`src/ut8_pkg.sv`:
```
// Shared constants, types and the UTF-8 encoder for the UTF-16 to UTF-8 transcoder.
package ut8_pkg;

  localparam int unsigned CpW    = 21;
  localparam int unsigned CountW = 24;
  localparam int unsigned MaxBytes = 6;

  localparam logic CFG_COUNT_ONLY   = 1'b0;
  localparam logic CFG_OUT_CAPACITY = 1'b1;

  localparam logic [CpW-1:0]    REPLACEMENT_CP = 21'h00FFFD;
  localparam logic [15:0]       SURR_ANY_MASK  = 16'hF800;
  localparam logic [15:0]       SURR_BASE      = 16'hD800;
  localparam logic [15:0]       SURR_KIND_MASK = 16'hFC00;
  localparam logic [15:0]       SURR_LOW_BASE  = 16'hDC00;
  localparam logic [CpW-1:0]    SUPP_OFFSET    = 21'h010000;
  localparam logic [CpW-1:0]    MAX1           = 21'h00007F;
  localparam logic [CpW-1:0]    MAX2           = 21'h0007FF;
  localparam logic [CpW-1:0]    MAX3           = 21'h00FFFF;
  localparam logic [7:0]        CONT_TAG       = 8'h80;
  localparam logic [7:0]        LEAD2_TAG      = 8'hC0;
  localparam logic [7:0]        LEAD3_TAG      = 8'hE0;
  localparam logic [7:0]        LEAD4_TAG      = 8'hF0;
  localparam logic [CountW-1:0] COUNT_MAX      = 24'hFFFFFF;

  typedef struct packed {
    logic [2:0]  size;
    logic [31:0] bytes;
  } enc_t;

  typedef struct packed {
    logic [15:0] code_unit;
    logic        last_unit;
  } unit_t;

  typedef struct packed {
    logic [8*MaxBytes-1:0] bytes;
    logic [2:0]            nbytes;
    logic                  summ;
    logic [CountW-1:0]     base;
    logic [CountW-1:0]     sum_total;
  } job_t;

  function automatic enc_t utf8_encode(input logic [CpW-1:0] cp);
    enc_t e;
    e = '0;
    if (cp <= MAX1) begin
      e.size  = 3'd1;
      e.bytes = {24'h0, cp[7:0]};
    end else if (cp <= MAX2) begin
      e.size  = 3'd2;
      e.bytes = {16'h0, CONT_TAG | {2'b00, cp[5:0]}, LEAD2_TAG | {3'b000, cp[10:6]}};
    end else if (cp <= MAX3) begin
      e.size  = 3'd3;
      e.bytes = {8'h0, CONT_TAG | {2'b00, cp[5:0]}, CONT_TAG | {2'b00, cp[11:6]},
                 LEAD3_TAG | {4'h0, cp[15:12]}};
    end else begin
      e.size  = 3'd4;
      e.bytes = {CONT_TAG | {2'b00, cp[5:0]}, CONT_TAG | {2'b00, cp[11:6]},
                 CONT_TAG | {2'b00, cp[17:12]}, LEAD4_TAG | {5'h00, cp[20:18]}};
    end
    return e;
  endfunction

endpackage

```
`src/ut8_dec.sv`:
```
// Surrogate pairing, capacity check, byte packing: one code unit per take cycle.
module ut8_dec import ut8_pkg::*; (
  input  logic              clk,
  input  logic              rst_n,
  input  logic              take,
  input  unit_t             unit,
  input  logic              count_only,
  input  logic [CountW-1:0] out_capacity,
  output job_t              job
);

  logic              pv_r, pv_nxt;
  logic [9:0]        ph_r, ph_nxt;
  logic [CountW-1:0] bc_r, bc_nxt;

  logic              is_low, is_surr, is_high;
  logic              cpa_vld, cpb_vld;
  logic [CpW-1:0]    cpa, cpb;
  enc_t              enc_a, enc_b;
  logic [CountW:0]   sum_a, sum_b;
  logic [CountW-1:0] cnt_a, cnt_b;
  logic              emit_a, emit_b;
  logic [2:0]        na, nb;
  logic [47:0]       vec_a, vec_b;

  always_comb begin
    is_low  = (unit.code_unit & SURR_KIND_MASK) == SURR_LOW_BASE;
    is_high = (unit.code_unit & SURR_KIND_MASK) == SURR_BASE;
    is_surr = (unit.code_unit & SURR_ANY_MASK) == SURR_BASE;

    cpa_vld = pv_r;
    cpa     = is_low ? (({1'b0, ph_r, 10'h000} | {11'h000, unit.code_unit[9:0]}) + SUPP_OFFSET)
                     : REPLACEMENT_CP;
    cpb_vld = !(pv_r && is_low) && !(is_high && !unit.last_unit);
    cpb     = is_surr ? REPLACEMENT_CP : {5'h00, unit.code_unit};

    enc_a  = utf8_encode(cpa);
    sum_a  = {1'b0, bc_r} + {22'h0, enc_a.size};
    emit_a = 1'b0;
    cnt_a  = bc_r;
    if (cpa_vld) begin
      if (count_only) begin
        cnt_a = sum_a[CountW] ? COUNT_MAX : sum_a[CountW-1:0];
      end else if (sum_a <= {1'b0, out_capacity}) begin
        cnt_a  = sum_a[CountW-1:0];
        emit_a = 1'b1;
      end
    end

    enc_b  = utf8_encode(cpb);
    sum_b  = {1'b0, cnt_a} + {22'h0, enc_b.size};
    emit_b = 1'b0;
    cnt_b  = cnt_a;
    if (cpb_vld) begin
      if (count_only) begin
        cnt_b = sum_b[CountW] ? COUNT_MAX : sum_b[CountW-1:0];
      end else if (sum_b <= {1'b0, out_capacity}) begin
        cnt_b  = sum_b[CountW-1:0];
        emit_b = 1'b1;
      end
    end

    na    = emit_a ? enc_a.size : 3'd0;
    nb    = emit_b ? enc_b.size : 3'd0;
    vec_a = emit_a ? {16'h0, enc_a.bytes} : 48'h0;
    vec_b = emit_b ? {16'h0, enc_b.bytes} : 48'h0;

    job.bytes     = vec_a | (vec_b << {na, 3'b000});
    job.nbytes    = na + nb;
    job.summ      = unit.last_unit;
    job.base      = bc_r;
    job.sum_total = cnt_b;

    pv_nxt = pv_r;
    ph_nxt = ph_r;
    bc_nxt = bc_r;
    if (take) begin
      pv_nxt = is_high && !unit.last_unit;
      ph_nxt = (is_high && !unit.last_unit) ? unit.code_unit[9:0] : 10'h000;
      bc_nxt = unit.last_unit ? '0 : cnt_b;
    end
  end

  always_ff @(posedge clk) begin
    if (!rst_n) begin
      pv_r <= 1'b0;
      ph_r <= '0;
      bc_r <= '0;
    end else begin
      pv_r <= pv_nxt;
      ph_r <= ph_nxt;
      bc_r <= bc_nxt;
    end
  end

endmodule

```
`src/ut8_ser.sv`:
```
// Job register and output register that deliver one result per cycle while out_stall is low.
module ut8_ser import ut8_pkg::*; (
  input  logic              clk,
  input  logic              rst_n,
  input  logic              job_valid,
  input  job_t              job,
  output logic              job_ready,
  output logic              out_valid,
  input  logic              out_stall,
  output logic [7:0]        out_byte,
  output logic              out_is_byte,
  output logic              out_last_of_run,
  output logic [CountW-1:0] out_byte_total
);

  logic                  busy_r, busy_nxt;
  logic [8*MaxBytes-1:0] bytes_r, bytes_nxt;
  logic [2:0]            rem_r, rem_nxt;
  logic                  summ_r, summ_nxt;
  logic [CountW-1:0]     tot_r, tot_nxt;
  logic [CountW-1:0]     sumtot_r, sumtot_nxt;

  logic                  ov_r, ov_nxt;
  logic [7:0]            ob_r, ob_nxt;
  logic                  oisb_r, oisb_nxt;
  logic                  olast_r, olast_nxt;
  logic [CountW-1:0]     otot_r, otot_nxt;

  logic                  emit, cur_last, load;

  always_comb begin
    emit      = busy_r && (!ov_r || !out_stall);
    cur_last  = (rem_r == 3'd0) || (rem_r == 3'd1 && !summ_r);
    job_ready = !busy_r || (emit && cur_last);
    load      = job_valid && job_ready;

    busy_nxt   = busy_r;
    bytes_nxt  = bytes_r;
    rem_nxt    = rem_r;
    summ_nxt   = summ_r;
    tot_nxt    = tot_r;
    sumtot_nxt = sumtot_r;
    if (emit) begin
      busy_nxt = !cur_last;
      if (rem_r != 3'd0) begin
        bytes_nxt = bytes_r >> 8;
        rem_nxt   = rem_r - 3'd1;
        tot_nxt   = tot_r + 24'd1;
      end
    end
    if (load) begin
      busy_nxt   = (job.nbytes != 3'd0) || job.summ;
      bytes_nxt  = job.bytes;
      rem_nxt    = job.nbytes;
      summ_nxt   = job.summ;
      tot_nxt    = job.base;
      sumtot_nxt = job.sum_total;
    end

    ov_nxt    = ov_r && out_stall;
    ob_nxt    = ob_r;
    oisb_nxt  = oisb_r;
    olast_nxt = olast_r;
    otot_nxt  = otot_r;
    if (emit) begin
      ov_nxt    = 1'b1;
      olast_nxt = cur_last;
      if (rem_r != 3'd0) begin
        ob_nxt   = bytes_r[7:0];
        oisb_nxt = 1'b1;
        otot_nxt = tot_r + 24'd1;
      end else begin
        ob_nxt   = 8'h00;
        oisb_nxt = 1'b0;
        otot_nxt = sumtot_r;
      end
    end
  end

  always_ff @(posedge clk) begin
    if (!rst_n) begin
      busy_r <= 1'b0;
      ov_r   <= 1'b0;
    end else begin
      busy_r <= busy_nxt;
      ov_r   <= ov_nxt;
    end
  end

  always_ff @(posedge clk) begin
    bytes_r  <= bytes_nxt;
    rem_r    <= rem_nxt;
    summ_r   <= summ_nxt;
    tot_r    <= tot_nxt;
    sumtot_r <= sumtot_nxt;
    ob_r     <= ob_nxt;
    oisb_r   <= oisb_nxt;
    olast_r  <= olast_nxt;
    otot_r   <= otot_nxt;
  end

  assign out_valid       = ov_r;
  assign out_byte        = ob_r;
  assign out_is_byte     = oisb_r;
  assign out_last_of_run = olast_r;
  assign out_byte_total  = otot_r;

endmodule

```
`src/utf16_to_utf8_transcoder_unit.sv`:
```
// Top level of the UTF-16 to UTF-8 transcoder: input register, config registers, decode, output.
// An item passes the input register, the job register and the output register, in that order.
// One result leaves per cycle while out_stall is low; a new item loads as the last result leaves.
// Output delivers one result per cycle when not stalled; a 3-byte code point gives 3 byte results.
// Reset (rst_n low, synchronous) clears the pipeline, the held surrogate and the byte count,
// sets count_only to 0 and out_capacity to all ones.
module utf16_to_utf8_transcoder_unit import ut8_pkg::*; (
  input  logic              clk,
  input  logic              rst_n,
  input  logic              in_valid,
  output logic              in_stall,
  input  logic [15:0]       in_code_unit,
  input  logic              in_last_unit,
  output logic              out_valid,
  input  logic              out_stall,
  output logic [7:0]        out_byte,
  output logic              out_is_byte,
  output logic              out_last_of_run,
  output logic [CountW-1:0] out_byte_total,
  input  logic              cfg_we,
  input  logic              cfg_index,
  input  logic [CountW-1:0] cfg_wdata
);

  logic              count_only_r;
  logic [CountW-1:0] out_capacity_r;
  logic              in_vld_r;
  unit_t             unit_r;
  logic              job_ready;
  job_t              job;

  always_ff @(posedge clk) begin
    if (!rst_n) begin
      count_only_r   <= 1'b0;
      out_capacity_r <= COUNT_MAX;
    end else if (cfg_we) begin
      case (cfg_index)
        CFG_COUNT_ONLY:   count_only_r   <= cfg_wdata[0];
        CFG_OUT_CAPACITY: out_capacity_r <= cfg_wdata;
        default: ;
      endcase
    end
  end

  assign in_stall = in_vld_r && !job_ready;

  always_ff @(posedge clk) begin
    if (!rst_n) begin
      in_vld_r <= 1'b0;
    end else if (!in_stall) begin
      in_vld_r <= in_valid;
    end
  end

  always_ff @(posedge clk) begin
    if (!in_stall && in_valid) begin
      unit_r.code_unit <= in_code_unit;
      unit_r.last_unit <= in_last_unit;
    end
  end

  ut8_dec u_dec (
    .clk          (clk),
    .rst_n        (rst_n),
    .take         (in_vld_r && job_ready),
    .unit         (unit_r),
    .count_only   (count_only_r),
    .out_capacity (out_capacity_r),
    .job          (job)
  );

  ut8_ser u_ser (
    .clk             (clk),
    .rst_n           (rst_n),
    .job_valid       (in_vld_r),
    .job             (job),
    .job_ready       (job_ready),
    .out_valid       (out_valid),
    .out_stall       (out_stall),
    .out_byte        (out_byte),
    .out_is_byte     (out_is_byte),
    .out_last_of_run (out_last_of_run),
    .out_byte_total  (out_byte_total)
  );

endmodule

```
`config.mk`:
```
export PLATFORM = sky130hd
export DESIGN_NAME = utf16_to_utf8_transcoder_unit
export DESIGN_NICKNAME = d
export VERILOG_FILES = /design/src/ut8_pkg.sv /design/src/ut8_dec.sv /design/src/ut8_ser.sv /design/src/utf16_to_utf8_transcoder_unit.sv
export SDC_FILE = /design/constraint.sdc
export NUM_CORES = 1
export LEC_CHECK = 0
export BUFFER_PORTS_ARGS = -buffer_cell sky130_fd_sc_hd__buf_2
export CAP_MARGIN = 20
export CORE_UTILIZATION = 64
export CTS_BUF_LIST = sky130_fd_sc_hd__clkbuf_8
export CTS_CLUSTER_SIZE = 30
export DETAILED_ROUTE_END_ITERATION = 8
export MAX_ROUTING_LAYER = met4
export PLACE_DENSITY_LB_ADDON = 0.05
export SETUP_SLACK_MARGIN = 0.02
export SLEW_MARGIN = 25
export SYNTH_ARGS = -nofsm -noshare
export SYNTH_HDL_FRONTEND = slang
export SYNTH_HIERARCHICAL = 1
export SYNTH_SLANG_ARGS = --single-unit
```
`constraint.sdc`:
```
create_clock -name clk -period 14.9 [get_ports clk]
set_input_delay 0 -clock clk [delete_from_list [all_inputs] [get_ports clk]]
set_output_delay 0 -clock clk [all_outputs]
set_load 0.1 [all_outputs]
```
## Word level (Yosys, flattened, before mapping)

Cells that the tools add are included.
W data, S select, Z words.

- Register bits: 214
- Bits of input ports: 47
- Logic and storage cells: 115

- Add/sub/neg operators: 6
- Magnitude comparators: 8
- Eq/ne operators: 4
- Shift operators: 1
- Mux-type cells: 42
- Bitwise operators: 3
- Reduce and logical (&&, ||, !) cells: 32

Operator list:

| operator | number |
|---|---|
| $mux W24 | 13 |
| $mux W35 | 6 |
| $mux W48 | 3 |
| $mux W32 | 2 |
| $add A24 B3 Y25 | 2 |
| $le A25 B24 Y1 | 2 |
| $or A48 B48 Y48 | 1 |
| $shl A48 B6 Y48 | 1 |
| $le A21 B11 Y1 const B | 2 |
| $le A21 B16 Y1 const B | 2 |
| $le A21 B7 Y1 const B | 2 |
| $add A24 B1 Y24 const B | 1 |
| $add A21 B17 Y21 const B | 1 |
| $mux W21 | 1 |
| $or A20 B10 Y20 | 1 |
| $mux W16 | 1 |
| $mux W3 | 5 |
| $eq A6 B6 Y1 const B | 2 |
| $logic_and A1 B1 Y1 | 10 |
| $logic_not A1 Y1 | 10 |
| $mux W1 | 10 |
| $mux W10 | 1 |
| $reduce_and A2 Y1 | 3 |
| $reduce_bool A3 Y1 | 2 |
| 8 further kinds | 12 |

## Logic depth before layout (Yosys ltp)

Gate-level depths: netlist of run 1.

- Depth after elaboration: 22
- Depth in mapped cells: 57

## Hierarchy

The synthesis of run 1 kept the hierarchy.

By module, submodules not included:

| module | instances | cells an instance | area each (um^2) |
|---|---|---|---|
| ut8_dec | 1 | 951 | 6434.9 |
| ut8_ser | 1 | 391 | 5975.7 |
| utf16_to_utf8_transcoder_unit | 1 | 136 | 1660.3 |

## Worst setup path after synthesis of run 1

OpenSTA, ideal clock, no wires.

- Kind: register to register
- Start: reg unit_r[14] in the netlist's numbering
- End: reg u_ser.busy_r
- Data arrival time: 10372 ps
- Data required time: 14770 ps
- Path slack: 4398 ps
- Stages on the path, launching flop included: 57
- Path buffers: 8
- Clock period less this slack: 10502 ps
- Cells stage by stage: edfxtp_1 -> nor2b_1 -> and4_1 -> and2_1 -> clkbuf_1 -> o31ai_1 -> o21a_1 -> clkbuf_1 -> nand2_1 -> clkbuf_1 -> nand2_1 -> ha_1 -> fa_1 -> a21oi_1 -> nor4_1 -> nand2_1 -> nor2_1 -> xor2_1 -> [... 21 more ...] -> nor2_1 -> xor2_1 -> inv_1 -> ha_1 -> nand3_1 -> a21oi_1 -> a2111oi_0 -> o2111ai_1 -> a21o_1 -> o31ai_1 -> nand2_1 -> nor2_1 -> nand2_1 -> a21oi_1 -> ha_1 -> fa_1 -> o41ai_1 -> a21boi_0

RTL lines:

| element | line | text |
|---|---|---|
| from (decl) | utf16_to_utf8_transcoder_unit.sv:28 | `unit_t unit_r;` |
| to (signal assigned) | ut8_ser.sv:85 | `busy_r <= busy_nxt;` |
| to (decl) | ut8_ser.sv:16 | `logic busy_r, busy_nxt;` |

==> results of run 1 <==
-- final timing paths --
path	from	end	slack, ns
hold / removal	rst_n	out_capacity_r[1]	0.02
hold reg to reg	out_capacity_r[3]	out_capacity_r[3]	0.51
setup reg to reg	unit_r[14]	u_ser/busy_r	0.93
setup / recovery	unit_r[14]	u_ser/busy_r	0.93
-- layer usage --
metal | GRT usage | vias to the layer above
met1 | 0.565 | 6049
met2 | 0.593 | 922
met3 | 0.0733 | 114
met4 | 0.120 | 0
met5 | - | -
li1 | - | 5736
-- registers in the layout, summed over array words and instances, names as in the netlist, 3 cells and up --
name                  cells
u_ser/sumtot_r           24
out_capacity_r           24
u_ser/out_byte_total     24
u_dec/bc_r               24
unit_r                   17
u_ser/rem_r               3
u_ser/out_byte            8
u_dec/ph_r               10
u_ser/bytes_r            48
u_ser/tot_r              24
-- cell families after synthesis --
group	Yosys count	share of synthesized area
xor gates and xnor gates	61	0.0385
adders and majority gates	62	0.0567
DFF	214	0.412
other	1	0.000267
muxes	68	0.0538
buffers and inverters	180	0.0569
AOI/OAI and AO/OA	406	0.199
and+or+nand+nor	486	0.182
-- final cells by class --
cell class / instances / area (sq um) / share of cell area
Antenna cell: 1 / 2.50 / 0.000158
Clock buffer: 35 / 482 / 0.0303
Clock inverter: 28 / 134 / 0.00843
Inverter: 87 / 327 / 0.0206
Multi-Input combinational cell: 1087 / 7500 / 0.472
Sequential cell: 214 / 5800 / 0.365
Tap cell: 275 / 344 / 0.0217
Timing Repair Buffer: 172 / 1300 / 0.0819
-- power breakdown --
part           switching [mW]  internal [mW]
Sequential             0.0310          0.697
Combinational           0.164         0.0854
Clock                   0.240          0.223
Total                   0.436           1.01
-- metrics by stage --
| step | power (mW) | setup WS (ns) | utilization | hold WS (ns) |
|---|---|---|---|---|
| after floorplan | 0.905 | 4.40 | - | 0.0989 |
| final | 1.44 | 0.933 | 0.746 | 0.0196 |
| after CTS | 1.43 | 1.49 | 0.745 | 0.00182 |
| after global routing | 1.49 | 0.293 | 0.746 | 0.0313 |
| after detailed placement | 0.960 | 1.56 | 0.679 | 0.178 |
| after global placement | 0.948 | 2.11 | 0.679 | 0.177 |
-- cells in the final DEF, fill, tap and decap left out, types with 35 or more instances in the layout --
| master | n |
|---|---|
| buf_2 | 82 |
| clkbuf_8 | 35 |
| mux2_2 | 60 |
| a21oi_1 | 95 |
| nand3_1 | 59 |
| inv_1 | 99 |
| edfxtp_1 | 151 |
| nand2_1 | 118 |
| ha_1 | 59 |
| xnor2_1 | 35 |
| o21ai_0 | 57 |
| dfxtp_1 | 63 |
| nor2_1 | 120 |
| dlygate4sd3_1 | 78 |
-- critical path, delay by kind of cell, from the launching register on --
family                   cells  cell delay (ns)
XOR/XNOR                     2             0.54
flip-flops                   1             0.42
adder cells (fa/ha/maj)      7             2.12
buffers and inverters        5             0.76
AO/OA/AOI/OAI               14             3.96
AND/OR/NAND/NOR             20             6.04
==> results summary, run 1 <==
The run finished with clean final reports. The post-route clock period utilization came out at 0.937. The relative slew slack is 0.318. The largest net degree at the start of global routing is 67.

The number of standard cells after synthesis came out at 1478. The count of boundary I/O pins is 83. The global-route usage over all layers is 0.403. Leaving out filler cells and counting taps, the final layout contains 1899. TritonCTS built the clock tree. The number of instances on the worst hold path came out at 3. Setup repair after global routing left no endpoint under its margin. Summing over every cut layer, the via total after detailed routing is 12800. The number of enable-type register cells in the synthesized netlist is 151.

The clock transition time at the flip-flop clock pins of the worst setup and hold paths is 0.07 ns. The residual overflow from global routing is 0. The final setup violation count came out at 0. Clock skew on the completed layout was measured at 0.0330 ns. The path class of the lowest-slack min-delay path is in2reg. The most frequent cell after synthesis is edfxtp_1. The clock tree root driver cell is clkbuf_8.

In this run the standard cell core region covers 0.0213 sq mm. The maximum clock frequency came out at 0.0716 GHz. The critical path is of the reg2reg type.

In this run, post-CTS repair resized a total of 0 instances. In this run, distinct cell masters in the synthesized netlist total 98. The measured slew at the worst slew-check pin came out at 1.01 ns. In this run the core area contains 53 standard-cell rows. After detailed routing, the average wire length per cell comes to 23.0 um. In the final layout, the share of cells above drive strength 1 is 0.161. In this run the worst path has a maximum fanout of 21.

The number of buffers added on ports is 82. The post-route cell area came out at 0.0159 sq mm. The first-pass GRT wire length came out at 68100 um. The placer congestion estimate came out at 1.00.

The cell type with the largest total area after synthesis is edfxtp_1. In the final design database the tool counted 1706 nets. Yosys attributes the largest share of cell area to edfxtp_1 32%, dfxtp_1 9.0%, ha_1 5.2%. At the later pin of the worst-skew pair, clock insertion delay measures 0.55 ns. The number of buffers inserted by post-CTS setup repair is 0. The number of DRC violations after detailed-routing iteration 0 came out at 1462. The most used flip-flop cell after synthesis is edfxtp_1. Synthesis inferred 214 register bits. The highest layer touched by signal routing is met4.

In the routed design, unresolved DRC markers number 0. The synthesized area per cell is 9.52 sq um. Counting the buffers created by CTS gives 35. After legalization and detailed placement, the total HPWL measured 29400 um. Detailed routing placed a total of 4750 um of wire on met3. The peak per-stage delay on the critical path came out at 0.84 ns. CTS saw 214 sinks. Counting instances in the post-synthesis netlist gives the leading cell types as 151 x edfxtp_1, 120 x nor2_1, 118 x nand2_1. The die span in x came out at 150 um. For this design, the slowest cell found on the critical path is a2111oi_0.

The maximum vdd ir drop is 0.0901 mV. The routed wire length came out at 43600 um. The number of pins with negative max-slew slack in the final report is 0. The number of hold violations in the final report is 0. The critical path data arrival time came out at 14.38 ns. The cell leakage power is 6.53 nW.

Yosys printed 6 warnings. After routing, the total negative slack on setup checks comes to 0 ns. Across the run, the number of max-cap violations was 0. The via count normalized by instance count is 6.75. The placed instance count is 1756. The fraction of registers with async set/reset came out at 0.

The routed length on met2 came out at 19100 um. From bottom edge to top edge, the die measures 150 um. The relative area change from synthesis to final layout came out at 12.9%. The number of routed nets with antenna violations is 0. The initial antenna violation count is 1. The worst reg2reg path depth is 48. The worst setup path is captured at a flip-flop. The routed metal-1 wirelength came out at 18500 um. The via count of the first global-routing pass is 12200. The total power per unit cell area is 90.7 mW/mm^2. The routed design could run at a clock period as short as 13.97 ns. In this run the number of H-tree levels came out at 2.

The floorplan die area came out at 0.0226 sq mm. The cell repeated most along the worst path is nand2_1. The endpoint required time on the critical path came out at 15.31 ns.

The maximum buffer depth of the clock tree is 3. The number of hold buffers added after CTS is 78. The initial utilization of the core area, before any placement, comes to 0.661.

Summing all placed instances gives a cell area of 0.0145 sq mm. The part of the Yosys area used for sequential elements came out at 0.412. Of the post-synthesis cell area, the dominant cell type holds 0.322.

The startpoint kind of the worst setup timing path is a flip-flop. The combined area of all synthesized cells is 0.0141 sq mm. The filler cell count came out at 1400.

The pre-antenna-repair detailed-routing pass consisted of 5 iterations.
No activity file was read; power rests on OpenSTA's default activity.
==> inputs of run 2 (changes only) <==
CELL_PAD_IN_SITES_DETAIL_PLACEMENT = 0   (was unset)
CELL_PAD_IN_SITES_GLOBAL_PLACEMENT = 2   (was unset)
CORE_MARGIN = 5   (was unset)
CORE_UTILIZATION = 32   (was 64)
==> results summary, run 2 (synthesized netlist as in run 1, its figures left out) <==
Run status: finished, final reports clean (unchanged). The post-route clock period utilization came out at 0.905 (was 0.937). The routed wire length per instance came out at 21.3 um (was 23.0 um).

The sort of element at the end of the critical path is a flip-flop (unchanged). The placed wire-length estimate is 36100 um (was 29400 um). The clock insertion delay at the later pin of the skew report came to 0.60 ns (was 0.55 ns).

Leading cell types in the layout, fill and taps excluded: 151 x edfxtp_1, 120 x nor2_1, 118 x nand2_1, 106 x inv_1, 95 x a21oi_1 (was 151 x edfxtp_1, 120 x nor2_1, 118 x nand2_1, 99 x inv_1, 95 x a21oi_1). The row count came out at 76 (was 53). The floorplan die area came out at 0.0483 sq mm (was 0.0226 sq mm). The number of DRC violations after detailed-routing iteration 0 is 864 (was 1462).

The first-pass detailed-route iteration total is 5 (unchanged). The startpoint kind of the worst setup timing path is a flip-flop (unchanged). The via count of the first global-routing pass is 11500 (was 12200). The number of buffers added on ports was 82 (unchanged). The clock transition time at the flip-flop clock pins of the worst setup and hold paths is 0.06 ns (was 0.07 ns). The relative slew slack is 0.380 (was 0.318). The share of layout cells above drive strength 1 is 0.166 (was 0.161). The number of routed nets with antenna violations was 0 (unchanged). The number of buffers created by CTS came to 41 (was 35). The clock period minus final worst setup slack came out at 13.48 ns (was 13.97 ns). The final layout net count came out at 1728 (was 1706). The final worst hold slack is 0.0434 ns (was 0.0196 ns).

The placer congestion estimate is 0.885 (was 1.00). Setup repair after global routing missed its margin: false (unchanged). The number of hold violations in the final report is 0 (unchanged).

The number of remaining DRC errors is 0 (unchanged). The via count normalized by instance count was 5.32 (was 6.75). The initial core utilization is 0.325 (was 0.661). The most common cell after layout, fill and taps aside is edfxtp_1 (unchanged).

The number of antenna repair diodes was 0 (was 1). The type of the setup path with the least slack is reg2reg (unchanged). The first-pass GRT wire length came out at 72700 um (was 68100 um). The number of clock sinks is 214 (unchanged). The number of buffers inserted by post-CTS setup repair came out at 0 (unchanged). The critical path data arrival time was 13.79 ns (was 14.38 ns). The number of pins with negative max-slew slack in the final report came to 0 (unchanged).

The number of flip-flops in the largest register is 48 (unchanged). The final standard cell utilization of the core is 0.383 (was 0.746). The height of the die came out at 220 um (was 150 um). The initial antenna violation count came out at 0 (was 1). The maximum clock frequency came to 0.0742 GHz (was 0.0716 GHz). The residual overflow from global routing came out at 0 (unchanged). The sum of negative setup slack came out at 0 ns (unchanged). The global-route usage over all layers is 0.202 (was 0.403). The relative area change from synthesis to final layout is 17.9% (was 12.9%). The peak per-stage delay on the critical path is 0.63 ns (was 0.84 ns). The number of levels in the clock H-tree is 2 (unchanged). The maximum buffer depth of the clock tree is 3 (unchanged). The die span in x is 220 um (was 150 um).

The routed wire length is 47600 um (was 43600 um). The largest clock skew in the final design is 0.0190 ns (was 0.0330 ns). The count of boundary I/O pins was 83 (unchanged). The measured slew at the worst slew-check pin came out at 0.924 ns (was 1.01 ns). The clock tree root driver cell is clkbuf_8 (unchanged). The path class of the lowest-slack min-delay path is in2reg (unchanged). The maximum vdd ir drop is 0.0677 mV (was 0.0901 mV). The total power per unit cell area is 91.3 mW/mm^2 (was 90.7 mW/mm^2). The area of the core region is 0.0433 sq mm (was 0.0213 sq mm). The largest fanout on the critical path was 21 (unchanged). The cell repeated most along the worst path is nand2_1 (unchanged). The endpoint required time on the critical path is 15.21 ns (was 15.31 ns). The largest net degree at the start of global routing came out at 67 (unchanged). The cell with the biggest individual delay on the critical path is a2111oi_0 (unchanged). The register ranked first by flip-flop count was u_ser/bytes_r (unchanged). The clock tree from TritonCTS is done (unchanged).

The final setup violation count is 0 (unchanged). The via total after detailed routing came to 11900 (was 12800). The max-capacitance violation count was 0 (unchanged). The cell leakage power was 6.69 nW (was 6.53 nW).
==> run 2: layout make-up <==
cell class	instances	area, sq um
Clock buffer	44	606
Clock inverter	32	153
Fill cell	4356	26700
Inverter	87	327
Multi-Input combinational cell	1087	7520
Sequential cell	214	5800
Tap cell	585	732
Timing Repair Buffer	188	1460
==> run 2: timing repair <==
item,in CTS,in global routing
endpoints found under the setup margin,0,2
hold endpoints to repair,74,0
hold buffers,92,0
resized for setup,0,1
==> run 2: power breakdown <==
| part | leakage [nW] | internal, mW | total (mW) | switching (mW) |
|---|---|---|---|---|
| clock network | 0.469 | 0.276 | 0.542 | 0.266 |
| registers | 1.95 | 0.697 | 0.727 | 0.0300 |
| logic | 4.27 | 0.0873 | 0.247 | 0.159 |
==> run 2: path summary, 6_finish.rpt <==
kind         depth (start not counted)        from  slack, ns        endpoint
max reg2reg                         49  unit_r[14]       1.42  u_ser/rem_r[1]
min reg2reg                          2    in_vld_r       0.50    u_ser/busy_r
min                                  3       rst_n       0.04   u_dec/cpa_vld
max                                 49  unit_r[14]       1.42  u_ser/rem_r[1]
==> run 2: critical path: cells and delay by family (launching register included) <==
| family | cells | cell delay (ns) |
|---|---|---|
| and+or+nand+nor | 20 | 5.58 |
| AOI/OAI and AO/OA | 14 | 3.48 |
| adders and majority gates | 7 | 2.13 |
| buffers and inverters | 6 | 0.97 |
| DFF | 1 | 0.41 |
| xor gates and xnor gates | 2 | 0.57 |
==> run 2: metrics by stage <==
step           instances  instance area (sq um)  power [mW]  worst slack (ns)
2_1_floorplan       1481                  14100       0.905              4.40
3_3_place_gp        2068                  14900       0.966              1.70
3_5_place_dp        2069                  14900       0.969              1.26
4_1_cts             2237                  16600        1.54              1.17
5_1_grt             2237                  16600        1.60            0.0362
6_report            2237                  16600        1.52              1.42
==> run 2: per-layer routing <==
metal / routed length, um / vias to the layer above / global-route usage
met5: 0 / - / -
met4: 788 / 0 / 0.0408
met3: 2480 / 58 / 0.0275
met2: 19500 / 333 / 0.280
met1: 24800 / 5732 / 0.313
li1: - / 5770 / -
